`config.mk`:
```
export PLATFORM = sky130hd
export DESIGN_NAME = slpq_cell
export DESIGN_NICKNAME = d
export VERILOG_FILES = /design/src/slpq_pkg.sv /design/src/slpq_cell.sv
export SDC_FILE = /design/constraint.sdc
export NUM_CORES = 1
export LEC_CHECK = 0
export ABC_AREA = 1
export BUFFER_PORTS_ARGS = -buffer_cell sky130_fd_sc_hd__buf_2
export CORE_UTILIZATION = 45
export DETAILED_ROUTE_END_ITERATION = 12
export PLACE_DENSITY = 0.86
export REMOVE_ABC_BUFFERS = 1
export SETUP_SLACK_MARGIN = 0.05
export SYNTH_ARGS = -nofsm -noshare
export SYNTH_HDL_FRONTEND = slang
export SYNTH_SLANG_ARGS = --single-unit
export TNS_END_PERCENT = 5
```
`constraint.sdc`:
```
create_clock -name i_clk -period 6.65 [get_ports i_clk]
set_clock_uncertainty 0.1 [all_clocks]
set_input_delay 1.33 -clock i_clk [delete_from_list [all_inputs] [get_ports i_clk]]
set_output_delay 1.33 -clock i_clk [all_outputs]
set_load 0.02 [all_outputs]
```
`src/slpq_pkg.sv`:
```
// ----------------------------------------------------------------------------
// slpq_pkg
// Shared types and constants of the sorted-list priority queue.
// ----------------------------------------------------------------------------
package slpq_pkg;

    localparam int DefCapacity = 64;
    localparam int DataW       = 32;
    localparam int ModeW       = 2;
    localparam int StatusW     = 2;
    localparam int CountOutW   = 7;

    typedef logic        [ModeW-1:0]   t_mode;
    typedef logic        [StatusW-1:0] t_status;
    typedef logic signed [DataW-1:0]   t_data;

    localparam t_mode MODE_INSERT = 2'd0;
    localparam t_mode MODE_DELETE = 2'd1;
    localparam t_mode MODE_READ   = 2'd2;

    localparam t_status STATUS_OK    = 2'd0;
    localparam t_status STATUS_FULL  = 2'd1;
    localparam t_status STATUS_NONE  = 2'd2;

    // Broadcast from the top level to every cell in the chain.
    typedef struct packed {
        logic              do_ins;
        logic              do_del;
        t_data             value;
        logic [DataW-1:0]  del_pos;
    } t_cell_ctl;

endpackage

```
`src/slpq_cell.sv`:
```
// ----------------------------------------------------------------------------
// slpq_cell
// One storage cell of the sorted chain: holds an entry, compares it with
// the value being inserted and trades entries with its neighbors.
// ----------------------------------------------------------------------------
module slpq_cell #(
    parameter int INDEX = 0
) (
    input  logic                 i_clk,
    input  slpq_pkg::t_cell_ctl  i_ctl,
    input  logic                 i_valid,
    input  slpq_pkg::t_data      i_left_entry,
    input  logic                 i_left_lt,
    input  slpq_pkg::t_data      i_right_entry,
    output slpq_pkg::t_data      o_entry,
    output slpq_pkg::t_data      o_entry_next,
    output logic                 o_lt
);
    import slpq_pkg::*;

    t_data r_entry;
    t_data n_entry;
    logic  w_shift_down;

    assign o_lt = i_valid && (r_entry < i_ctl.value);
    assign w_shift_down = (i_ctl.del_pos <= DataW'(INDEX));

    always_comb begin
        n_entry = r_entry;
        if (i_ctl.do_ins && !o_lt) begin
            // The first cell that is not smaller takes the new value; the
            // ones after it take their left neighbor.
            n_entry = i_left_lt ? i_ctl.value : i_left_entry;
        end else if (i_ctl.do_del && w_shift_down) begin
            n_entry = i_right_entry;
        end
    end

    always_ff @(posedge i_clk) begin
        r_entry <= n_entry;
    end

    assign o_entry      = r_entry;
    assign o_entry_next = n_entry;

endmodule
```
==> results.md, run 1 <==
- The run finished with clean final reports.
- After clock tree synthesis, the repair step resized 0 gates.
- In the finished design, the share of the clock period the worst path needs comes to 82.6%.
- Clock tree synthesis selected as its root buffer the cell sky130_fd_sc_hd__clkbuf_8.
- Summed over all failing endpoints, the final setup total negative slack is 0 ns.
- The path category of the worst min-delay check is register to register.
- The post-synthesis register bit count is 32.
- The row count is 28.
- The register with the most flip-flops in the layout has 32 of them.
- The number of post-CTS setup repair buffers is 0.
- The fraction of final layout cells sized beyond drive strength 1 is 32.5%.
- The critical path startpoint is i_ctl[47].
- The routed via count divided by cell count is 5.16.
- Relative to the synthesized area, the layout overhead comes to 37.5%.
- The synthesized design devotes to its leading area cell type 22.9% of total area.
- The post-route minimum period is 5.49 ns.
- The data arrival time of the critical path is 4.06 ns.
- The number of antenna violations at the first check in global routing is 0.
- In this design, the critical path's most frequently occurring cell is sky130_fd_sc_hd__nand2_1.
- 198 I/O pins were placed.
- The number of cell instances on the worst register-to-register path is 11.
- The global routing usage summed across all routing layers is 28.3%.
- The buffer depth of the longest clock path is 2.
- Traced cell by cell, the critical path runs through buf_2 > inv_1 > ha_1 > nand2_1 > inv_1 > nand3_1 > nor3_1 > nand2_1 > nand2_1 > nand2_1 > nand3_1 > nand3_2 > nand2_4 > nand2_1 > nand2_1 > buf_2.
- The share of async-settable or async-resettable flops after synthesis is 0%.
- The detail route stage leaves a number of antenna-violating nets equal to 0.
- For the worst setup path, the data required time is 5.22 ns.
- STA classifies the critical path startpoint as an input port.
- The post-route DRC violation count is 0.
- Once the floorplan was initialized, standard cells occupied 47.0% of the core.
- The full die area is 6540 sq um.
- The sum of routed wire length over all layers is 9.41 mm.
- Static timing analysis puts the maximum clock frequency at 182 MHz.
- The number of nets in the layout is 810.
- Counting flops with a built-in enable in the synthesized netlist gives 0.
- The pin count of the biggest net entering global routing is 64.
- The final number of setup-violating endpoints is 0.
- The top flip-flop cell by instance count after synthesis is sky130_fd_sc_hd__dfxtp_1.
- Routability-driven placement finished with a final weighted congestion of 0.849.
- In the synthesized netlist, the cells that appear most often are sky130_fd_sc_hd__nor2_1 (104), sky130_fd_sc_hd__nand2_1 (95), sky130_fd_sc_hd__a21oi_1 (46).
- The hold violation count in the final report is 0.
- The worst register-to-register path has a setup slack of 3.73 ns.
- The worst supply voltage drop on vdd is 0.202 mV.
- Summing internal, switching and leakage power gives 1330 uW.
- Input and output buffers added on the ports amount to 197.
- The max-slew violation count is 0.
- The number of buffers and inverters on the critical path is 4.
- The destination of the worst register-to-register timing path is o_entry[0].
- The aggregate global routing overflow is 0.
- Synthesis handed over a netlist of 466 instances.
- The routed wirelength normalized by instance count is 13.0 microns.
- The number of warnings printed during yosys synthesis is 0.
- The largest area contributor in the synthesized netlist is sky130_fd_sc_hd__dfxtp_1.
- Power spread over the standard cell area amounts to 347 nW/um^2.
- The number of design-rule violations left by the first detailed-router iteration is 204.
- Broken down by cell family, the worst path's largest delay share belongs to simple AND/OR/NAND/NOR gates.
- The count of distinct cell types in the synthesized netlist is 24.
- The largest single stage delay on the critical path is 0.61 ns.
- Along the worst path, the maximum fanout reaches 34.
- The via count of the first global-routing pass is 3285.
- The CTS tree is done.
- CTS built an H-tree with a depth of 2.
- The critical path is of the input port to output port type.
- In this run the worst setup path terminates at o_entry_next[12].
- The overall die width is 80.9 microns.
- For the pin with the worst max-slew slack, the measured transition is 1.08 ns.
- In this run the cell area of the synthesized design comes to 2800 sq um.
- From bottom edge to top edge, the die measures 80.9 microns.
- The first global-routing pass estimated 14.6 mm of wire.
- The first-pass iteration count of the detailed router is 4.
- The clock transition at the registers of the reported paths is 0.07 ns.
- The beginning of the worst register-to-register path is o_entry[31].
- After legalization and detailed placement, the total HPWL measured 6.94 mm.
- The share of synthesized area occupied by flip-flops and latches is 22.9%.
- The number of hold buffers added after cts is 0.
- The sort of element at the end of the critical path is an output port.
- The slowest stage of the critical path belongs to the cell sky130_fd_sc_hd__nand2_4.
- At the later pin of the worst-skew pair, clock insertion delay measures 0.28 ns.
- The total via count after detailed routing is 3723.
- The tool flagged a number of max-cap violations equal to 0.
- The instance count on the critical path is 16.
- After synthesis, the cell types taking the most area are sky130_fd_sc_hd__dfxtp_1 (23%), sky130_fd_sc_hd__nor2_1 (14%), sky130_fd_sc_hd__ha_1 (14%).
- In this run the static leakage power is 0.00227 uW.
- A synthesized cell averages 6.01 sq um.
- The number of antenna repair diodes is 0.
- The placeable core region is 5960 sq um.
- The clock sink count is 32.
- Setup repair after global routing left no endpoint under its margin.
- The number of clock buffers added by TritonCTS is 5.
- Headroom to the max-slew limit came out at 28.1%.
- The leading cell type by number of instances after synthesis is sky130_fd_sc_hd__nor2_1.
## cell usage in the layout (no fill, tap or decap)
master                       n
sky130_fd_sc_hd__nor3_1     34
sky130_fd_sc_hd__nor2_4      1
sky130_fd_sc_hd__and2_1      2
sky130_fd_sc_hd__a21oi_1    46
sky130_fd_sc_hd__o21a_1      1
sky130_fd_sc_hd__nor3b_1     1
sky130_fd_sc_hd__clkbuf_8    6
sky130_fd_sc_hd__ha_1       31
sky130_fd_sc_hd__mux2_2      1
sky130_fd_sc_hd__nand3_2     1
sky130_fd_sc_hd__nor2_1    104
sky130_fd_sc_hd__nand2_1    95
sky130_fd_sc_hd__clkbuf_1    2
sky130_fd_sc_hd__nand2_4     1
sky130_fd_sc_hd__nand4_1     1
sky130_fd_sc_hd__nor4_1      7
sky130_fd_sc_hd__nand3_1    36
sky130_fd_sc_hd__inv_1      41
sky130_fd_sc_hd__dfxtp_1    32
sky130_fd_sc_hd__buf_2     197
sky130_fd_sc_hd__buf_4       2
sky130_fd_sc_hd__nand4_2     1
sky130_fd_sc_hd__o21ai_0     4
## worst min path at each step
| stage | start | endpoint | slack (ns) | cells after the start |
|---|---|---|---|---|
| final | o_entry[13] | o_entry[13] | 0.52 | 4 |
| after global routing | o_entry[18] | o_entry[18] | 0.56 | 4 |
| after CTS | o_entry[24] | o_entry[24] | 0.52 | 4 |
| after detailed placement | o_entry[24] | o_entry[24] | 0.50 | 4 |
| after global placement | o_entry[3] | o_entry[3] | 0.50 | 4 |
| after floorplan | o_entry[0] | o_entry[0] | 0.71 | 4 |
## cells by family after synthesis
kind of cell	count (synthesis)	share of synthesized area [%]
compound gates	51	9.21
flops	32	22.9
mux	1	0.402
fa+ha+maj	31	13.9
simple gates	284	43.3
buf+inv	67	10.3
## power breakdown
group          switching (uW)  internal [uW]  leakage [uW]
registers                68.1            274      0.000270
logic                     538            292       0.00195
clock network            77.3           84.6     0.0000455
## final cells by class
cell class,count,area [sq um]
inverters,41,154
flip-flops and latches,32,641
well taps,75,93.8
clock buffers,8,90.1
multi-input cells,367,1870
fillers,609,2110
repair buffers,199,1000
## routing by layer
| layer | up-vias | track usage, % | wire length [microns] |
|---|---|---|---|
| li1 | 1873 | - | - |
| met1 | 1630 | 33.4 | 3870 |
| met2 | 198 | 50.8 | 4590 |
| met3 | 22 | 4.94 | 772 |
| met4 | 0 | 10.4 | 185 |
| met5 | - | 0 | 0 |
## worst min-delay path: cells and delay by family (launching register included)
kind | cells | cell delay [ns]
flops | 1 | 0.33
simple gates | 4 | 0.24
## metrics by stage
| step | hold WS [ns] | instance area [sq um] | setup WS, ns | utilization, % | cells |
|---|---|---|---|---|---|
| 2_1_floorplan | 0.714 | 2660 | 1.93 | - | 440 |
| 3_3_place_gp | 0.497 | 3760 | 1.19 | 63.1 | 714 |
| 3_5_place_dp | 0.504 | 3760 | 1.16 | 63.1 | 714 |
| 4_1_cts | 0.518 | 3850 | 1.15 | 64.6 | 722 |
| 5_1_grt | 0.559 | 3850 | 0.813 | 64.6 | 722 |
| 6_report | 0.523 | 3850 | 1.16 | 64.6 | 722 |
Power figures use the tool's default switching activity.
==> inputs of run 2 (changes only) <==
--- a/config.mk
+++ b/config.mk
@@ -5,11 +5,11 @@
 export SDC_FILE = /design/constraint.sdc
 export NUM_CORES = 1
 export LEC_CHECK = 0
-export ABC_AREA = 1
+export ABC_AREA = 0
 export BUFFER_PORTS_ARGS = -buffer_cell sky130_fd_sc_hd__buf_2
-export CORE_UTILIZATION = 45
+export CORE_UTILIZATION = 37
 export DETAILED_ROUTE_END_ITERATION = 12
-export PLACE_DENSITY = 0.86
+export PLACE_DENSITY = 0.77
 export REMOVE_ABC_BUFFERS = 1
 export SETUP_SLACK_MARGIN = 0.05
 export SYNTH_ARGS = -nofsm -noshare
==> constraint.sdc (replaced) <==
create_clock -name i_clk -period 4.67 [get_ports i_clk]
set_clock_uncertainty 0.1 [all_clocks]
set_input_delay 0.934 -clock i_clk [delete_from_list [all_inputs] [get_ports i_clk]]
set_output_delay 0.934 -clock i_clk [all_outputs]
set_load 0.02 [all_outputs]
==> results.md, run 2 <==
- The number of nets still failing antenna checks after routing is 0 (unchanged).
- The number of flip-flops in the largest register is 32 (unchanged).
- The internal power was 976 uW (+50%).
- The number of hold buffers added after cts is 0 (unchanged).
- The clock sink count is 32 (unchanged).
- The routed wirelength normalized by instance count came to 13.8 microns (+5.9%).
- The number of post-CTS setup repair buffers is 0 (unchanged).
- The share of synthesized area occupied by flip-flops and latches is 24.8% (+1.9 points).
- The total power density per cell area is 500 nW/um^2 (+44%).
- The largest area contributor in the synthesized netlist is sky130_fd_sc_hd__mux2i_1.
- The global routing usage summed across all routing layers came to 19.6% (-8.8 points).
- In this run the clock root is driven by a sky130_fd_sc_hd__clkbuf_8.
- The path category of the worst min-delay check is register to register.
- The worst supply voltage drop on vdd came to 0.258 mV (+28%).
- The flow ran to the end, and the final reports show no timing, DRC or antenna violations.
- The full die area is 7310 sq um (+12%).
- The hold violation count in the final report is 0 (unchanged).
- The clock transition at the registers of the reported paths came to 0.06 ns (about the same).
- The area fraction in and, or, nand and nor cells after synthesis is 8.29% (-35 points).
- The number of flops mapped to enable cells by yosys is 0 (unchanged).
- The fraction of final layout cells sized beyond drive strength 1 came to 45.8% (+13 points).
- The overall power of the completed layout is 1890 uW (+41%).
- The pin count of the biggest net entering global routing is 33 (-48%).
- The multiplexer share of the synthesized area was 37.2% (+37 points).
- The switching portion of total power is 48.2% (-3.0 points).
- The total of cells resized after clock tree synthesis is 0 (unchanged).
- The I/O pin count came to 198 (unchanged).
- The routed via count divided by cell count came to 5.00 (-3.0%).
- The minimum hold slack is 0.491 ns (-0.0322 ns).
- The final number of setup-violating endpoints is 0 (unchanged).
- Leaving out fill and tap cells, the most frequent cell in the layout is sky130_fd_sc_hd__buf_2.
- The layout overhead on the synthesized area is 46.1%.
- The number of buffers added on ports is 197 (unchanged).
- The maximum fanout count along the critical path is 16 (-53%).
- The net switching power is 910 uW (+33%).
- The number of buffers added by the clock tree synthesis step came to 5 (unchanged).
- After synthesis, the largest family of logic cells by area is multiplexers.
- The synthesized area per cell is 9.63 sq um (+60%).
- The via count of the first global-routing pass is 2575 (-22%).
- The maximum level of the CTS H-tree is 2 (unchanged).
- The first-pass iteration count of the detailed router is 4 (unchanged).
- The leading cell type by number of instances after synthesis is sky130_fd_sc_hd__mux2i_1.
- The post-synthesis cell count is 268 (-42%).
- The number of design-rule violations left by the first detailed-router iteration came to 59 (-71%).
- The vertical extent of the die is 85.5 microns (+5.7%).
- The actual slew at the worst max-slew pin was 0.985 ns (-0.0943 ns).
- The critical path startpoint category is an input port.
- The global-route wire length before repair is 11.4 mm (-22%).
- The later-pin clock latency in the skew report is 0.28 ns (about the same).
- The type of the worst setup path is input port to output port.
- The placeable core region is 6760 sq um (+13%).
- Setup repair after global routing left no endpoint under its margin.
- The commonest cells after synthesis are sky130_fd_sc_hd__mux2i_1 (96), sky130_fd_sc_hd__dfxtp_1 (32), sky130_fd_sc_hd__inv_1 (32).
- The share of async-settable or async-resettable flops after synthesis is 0% (unchanged).
- The effective utilization at floorplan is 38.2% (-8.8 points).
- The library cells used most frequently in the layout, excluding fill and tap cells, are sky130_fd_sc_hd__buf_2 (197), sky130_fd_sc_hd__mux2i_1 (96), sky130_fd_sc_hd__inv_1 (32), sky130_fd_sc_hd__dfxtp_1 (32), sky130_fd_sc_hd__ha_1 (31).
- The total leakage power came to 0.00209 uW (-7.8%).
- The post-synthesis compound-gate area fraction was 7.27% (-1.9 points).
- The required time at the endpoint of the critical path came to 3.64 ns (-1.58 ns).
- The area share of fa/ha/maj cells after synthesis came to 15.0% (+1.2 points).
- The max-slew violation count is 0 (unchanged).
- The post-route DRC violation count is 0 (unchanged).
- The post-route minimum period is 4.35 ns.
- The data arrival time of the critical path is 3.32 ns (-0.74 ns).
- The area share of the leading cell type in the synthesized netlist was 37.2% (+14 points).
- The reg2reg setup slack is 2.09 ns (-1.64 ns).
- The max-cap check violation count is 0 (unchanged).
- Among all flip-flop cells after synthesis, the most frequent one is sky130_fd_sc_hd__dfxtp_1.
- The number of warnings printed during yosys synthesis was 0 (unchanged).
- The share of total power in the clock network came to 11.7% (-0.4 points).
- The row count is 30 (+7.1%).
- The share of power burned in registers is 26.3% (+0.6 points).
- The half-perimeter wire length after detailed placement is 6.00 mm (-14%).
- The buffer depth of the longest clock path is 2 (unchanged).
- The max-slew headroom at the worst pin came to 34.4% (+6.3 points).
- The final critical-path share of the clock period is 93.2%.
- By area the synthesized netlist is led by sky130_fd_sc_hd__mux2i_1 (37%), sky130_fd_sc_hd__dfxtp_1 (25%), sky130_fd_sc_hd__ha_1 (15%).
- The sum of routed wire length over all layers is 7.52 mm (-20%).
- The CTS tree is done.
- The aggregate global routing overflow is 0 (unchanged).
- The post-synthesis register bit count is 32 (unchanged).
- The overall die width is 85.5 microns (+5.7%).
- The placer congestion estimate is 0.689 (-19%).
- The total via count after detailed routing is 2725 (-27%).
- The number of antenna violations at the first check in global routing is 0 (unchanged).
- The logic gate share of total power is 62.0% (-0.2 points).
- The number of nets in the layout was 628 (-22%).
- The worst setup path is captured at an output port.
- The post-synthesis instance area is 2580 sq um (-7.8%).
- The highest achievable clock rate is 230 MHz.
- The count of distinct cell types in the synthesized netlist is 31 (+29%).
- The xor and xnor fraction of the mapped netlist area is 0% (unchanged).
- The number of antenna repair diodes was 0 (unchanged).
run 2: layout make-up:
type	instances	area, sq um
Sequential cell	32	641
Multi-Input combinational cell	193	1770
Clock buffer	8	90.1
Inverter	32	120
Tap cell	80	100
Fill cell	637	2990
Timing Repair Buffer	200	1050
run 2: kinds of logic after synthesis:
family	after synthesis
multiplexers	96
buffers and inverters	43
AND/OR/NAND/NOR	39
flip-flops	32
adder cells (fa/ha/maj)	31
AO/OA/AOI/OAI	27
run 2: power by group through the flow:
stage	clock, uW	sequential [uW]	combinational (uW)
detailed placement	0	502	1150
global placement	0	495	1120
CTS	230	497	1160
global route	244	511	1280
finish	220	495	1170
floorplan	0	635	597
run 2: metrics by stage:
step                area [sq um]  std cells  setup TNS [ns]  utilization [%]  worst slack (ns)
floorplan                   2510        257           -7.05                -            -0.220
global placement            3640        536               0             53.9             0.286
detailed placement          3640        536               0             53.9             0.195
CTS                         3730        544               0             55.2             0.191
global route                3770        545               0             55.8             0.107
finish                      3770        545               0             55.8             0.317
run 2: path summary, 6_finish.rpt:
path                                   from               end  depth (start not counted)
worst min-delay path             o_entry[9]        o_entry[9]                          2
worst max register to register  o_entry[31]        o_entry[6]                          8
worst max-delay path              i_ctl[63]  o_entry_next[14]                         11
worst min register to register   o_entry[9]        o_entry[9]                          2
run 2: per-layer routing:
metal	vias up	GRT usage, %	part of all wire [%]
met4	0	4.70	1.0
met3	7	3.27	5.4
met1	1246	21.1	40
met2	103	39.2	54
met5	-	0	0
li1	1369	-	-
run 2: worst max-delay path, stage by stage:
cell                        delay, ns
sky130_fd_sc_hd__buf_2           0.09
sky130_fd_sc_hd__inv_1           0.04
sky130_fd_sc_hd__ha_1            0.39
sky130_fd_sc_hd__nand4_1         0.23
sky130_fd_sc_hd__nor4_2          0.40
sky130_fd_sc_hd__a221oi_2        0.12
sky130_fd_sc_hd__o31a_1          0.29
sky130_fd_sc_hd__o31ai_4         0.09
sky130_fd_sc_hd__clkbuf_16       0.28
sky130_fd_sc_hd__mux2i_1         0.24
sky130_fd_sc_hd__buf_2           0.20
==> inputs of run 3 (changes only) <==
--- a/config.mk
+++ b/config.mk
@@ -7,9 +7,11 @@
 export LEC_CHECK = 0
 export ABC_AREA = 0
 export BUFFER_PORTS_ARGS = -buffer_cell sky130_fd_sc_hd__buf_2
-export CORE_UTILIZATION = 37
+export CELL_PAD_IN_SITES_DETAIL_PLACEMENT = 1
+export CELL_PAD_IN_SITES_GLOBAL_PLACEMENT = 1
+export CORE_UTILIZATION = 25
 export DETAILED_ROUTE_END_ITERATION = 12
-export PLACE_DENSITY = 0.77
+export PLACE_DENSITY = 0.76
 export REMOVE_ABC_BUFFERS = 1
 export SETUP_SLACK_MARGIN = 0.05
 export SYNTH_ARGS = -nofsm -noshare
==> results.md, run 3 (synthesized netlist as in run 2, its figures left out) <==
- The run finished with clean final reports.
- The worst supply voltage drop on vdd was 0.235 mV (-9.1%).
- The number of buffers added on ports was 197 (unchanged).
- Setup repair after global routing left no endpoint under its margin.
- The post-route DRC violation count was 0 (unchanged).
- The number of post-CTS setup repair buffers is 0 (unchanged).
- The full die area is 10700 sq um (+47%).
- The effective utilization at floorplan was 26.0% (-12 points).
- The tree is rooted in a sky130_fd_sc_hd__clkbuf_8.
- The total routed wire length on the met1 layer is 3.74 mm (+25%).
- The number of antenna repair diodes is 0 (unchanged).
- The via count of the first global-routing pass is 2934 (+14%).
- The critical path startpoint category is an input port.
- The routed via count divided by cell count is 4.59 (-8.3%).
- The worst setup slack after layout came to 0.277 ns (-0.0395 ns).
- The max-slew violation count is 0 (unchanged).
- The required time at the endpoint of the critical path came to 3.64 ns (about the same).
- The setup total negative slack is 0 ns (unchanged).
- The routed wirelength normalized by instance count is 14.9 microns (+8.0%).
- The number of nets still failing antenna checks after routing is 0 (unchanged).
- The highest layer used for signal routing is met4.
- The buffer depth of the longest clock path is 2 (unchanged).
- The pin count of the biggest net entering global routing came to 33 (unchanged).
- The overall power of the completed layout came to 1910 uW (+1.3%).
- The final number of setup-violating endpoints is 0 (unchanged).
- The worst setup slack after placement is 0.168 ns (-0.0263 ns).
- The sort of element at the end of the critical path is an output port.
- The share of total power in the clock network is 12.1% (+0.4 points).
- The maximum level of the CTS H-tree is 2 (unchanged).
- The total leakage power is 0.00209 uW (-0.15%).
- The row count is 36 (+20%).
- The number of design-rule violations left by the first detailed-router iteration came to 41 (-31%).
- The later-pin clock latency in the skew report is 0.28 ns (about the same).
- The net switching power is 932 uW (+2.5%).
- The final critical-path share of the clock period came to 94.1% (+0.85 points).
- The type of the worst setup path is input port to output port.
- The actual slew at the worst max-slew pin was 1.05 ns (+0.0667 ns).
- The layout overhead on the synthesized area is 48.4%.
- The detailed route wirelength on metal2 is 4.63 mm (+14%).
- The I/O pin count is 198 (unchanged).
- The total power density per cell area came to 499 nW/um^2 (-0.29%).
- The highest achievable clock rate is 228 MHz (-0.90%).
- The number of antenna violations at the first check in global routing came to 0 (unchanged).
- The minimum hold slack came to 0.500 ns (+0.00949 ns).
- The clock transition at the registers of the reported paths was 0.07 ns (about the same).
- The total via count after detailed routing is 2747 (+0.81%).
- The placeable core region was 9910 sq um (+47%).
- The met3 routed wirelength came to 461 microns (+14%).
- In the layout the commonest cells are sky130_fd_sc_hd__buf_2 (197), sky130_fd_sc_hd__mux2i_1 (96), sky130_fd_sc_hd__inv_1 (32), sky130_fd_sc_hd__dfxtp_1 (32), sky130_fd_sc_hd__ha_1 (31).
- The max-slew headroom at the worst pin was 29.9% (-4.4 points).
- The maximum fanout count along the critical path is 17 (+1).
- The clock sink count is 32 (unchanged).
- The vertical extent of the die came to 104 microns (+21%).
- The switching portion of total power is 48.8% (+0.59 points).
- The CTS tree is done.
- The hold violation count in the final report was 0 (unchanged).
- The logic gate share of total power was 61.8% (-0.2 points).
- The share of power burned in registers is 26.0% (-0.3 points).
- The path category of the worst min-delay check is register to register.
- The global routing usage summed across all routing layers came to 16.4% (-3.2 points).
- The number of nets in the layout was 629 (+0.16%).
- The aggregate global routing overflow was 0 (unchanged).
- The fraction of final layout cells sized beyond drive strength 1 is 45.5% (-0.31 points).
- The number of flip-flops in the largest register is 32 (unchanged).
- The global-route wire length before repair came to 14.3 mm (+25%).
- The placer congestion estimate is 0.717 (+4.1%).
- The max-cap check violation count is 0 (unchanged).
- The internal power is 977 uW (+0.11%).
- The data arrival time of the critical path is 3.36 ns (+0.04 ns).
- The library cell used most frequently in the layout, excluding fill and tap cells, is sky130_fd_sc_hd__buf_2.
- The half-perimeter wire length after detailed placement is 7.40 mm (+23%).
- The number of buffers added by the clock tree synthesis step is 5 (unchanged).
- The post-route minimum period is 4.39 ns (+0.0395 ns).
- The first-pass iteration count of the detailed router came to 4 (unchanged).
- The sum of routed wire length over all layers is 8.93 mm (+19%).
- The overall die width is 104 microns (+21%).
run 3: metal layers:
layer,up-vias,GRT usage [%]
li1,1368,-
met1,1269,18.5
met2,101,31.5
met3,9,3.21
met4,0,3.62
met5,-,0
run 3: what timing repair did:
item / in CTS / in global routing
resized for setup: 0 / 1
endpoints found under the setup margin: 0 / 21
hold buffers: 0 / 0
run 3: layout make-up:
cell class,count,area (sq um)
clock buffers,8,90.1
fillers,1232,6080
inverters,32,120
multi-input cells,193,1760
flip-flops and latches,32,641
well taps,133,166
repair buffers,201,1050
run 3: through the flow:
stage,area [sq um],cells,util [%]
2_1_floorplan,2510,257,-
3_5_place_dp,3730,591,37.7
5_1_grt,3830,599,38.6
3_3_place_gp,3730,591,37.7
4_1_cts,3820,599,38.6
6_report,3830,599,38.6
run 3: power groups by stage:
stage	Combinational, uW	Sequential (uW)	Clock, uW
6_report	1180	497	231
3_3_place_gp	1160	499	0
3_5_place_dp	1190	507	0
4_1_cts	1200	501	246
2_1_floorplan	597	635	0
5_1_grt	1290	517	258
run 3: final timing paths:
check,from,slack [ns],end,depth (start not counted)
hold reg to reg,o_entry[23],0.50,o_entry[23],2
setup / recovery,i_ctl[63],0.28,o_entry_next[29],11
hold / removal,o_entry[23],0.50,o_entry[23],2
setup reg to reg,o_entry[31],2.07,o_entry[22],8
run 3: critical path, stage by stage:
cell	delay [ns]
sky130_fd_sc_hd__buf_2	0.09
sky130_fd_sc_hd__inv_1	0.04
sky130_fd_sc_hd__ha_1	0.38
sky130_fd_sc_hd__nand4_1	0.20
sky130_fd_sc_hd__nor2_1	0.08
sky130_fd_sc_hd__a221oi_1	0.35
sky130_fd_sc_hd__o21ai_1	0.24
sky130_fd_sc_hd__o31ai_4	0.34
sky130_fd_sc_hd__buf_12	0.23
sky130_fd_sc_hd__mux2i_1	0.25
sky130_fd_sc_hd__buf_2	0.21
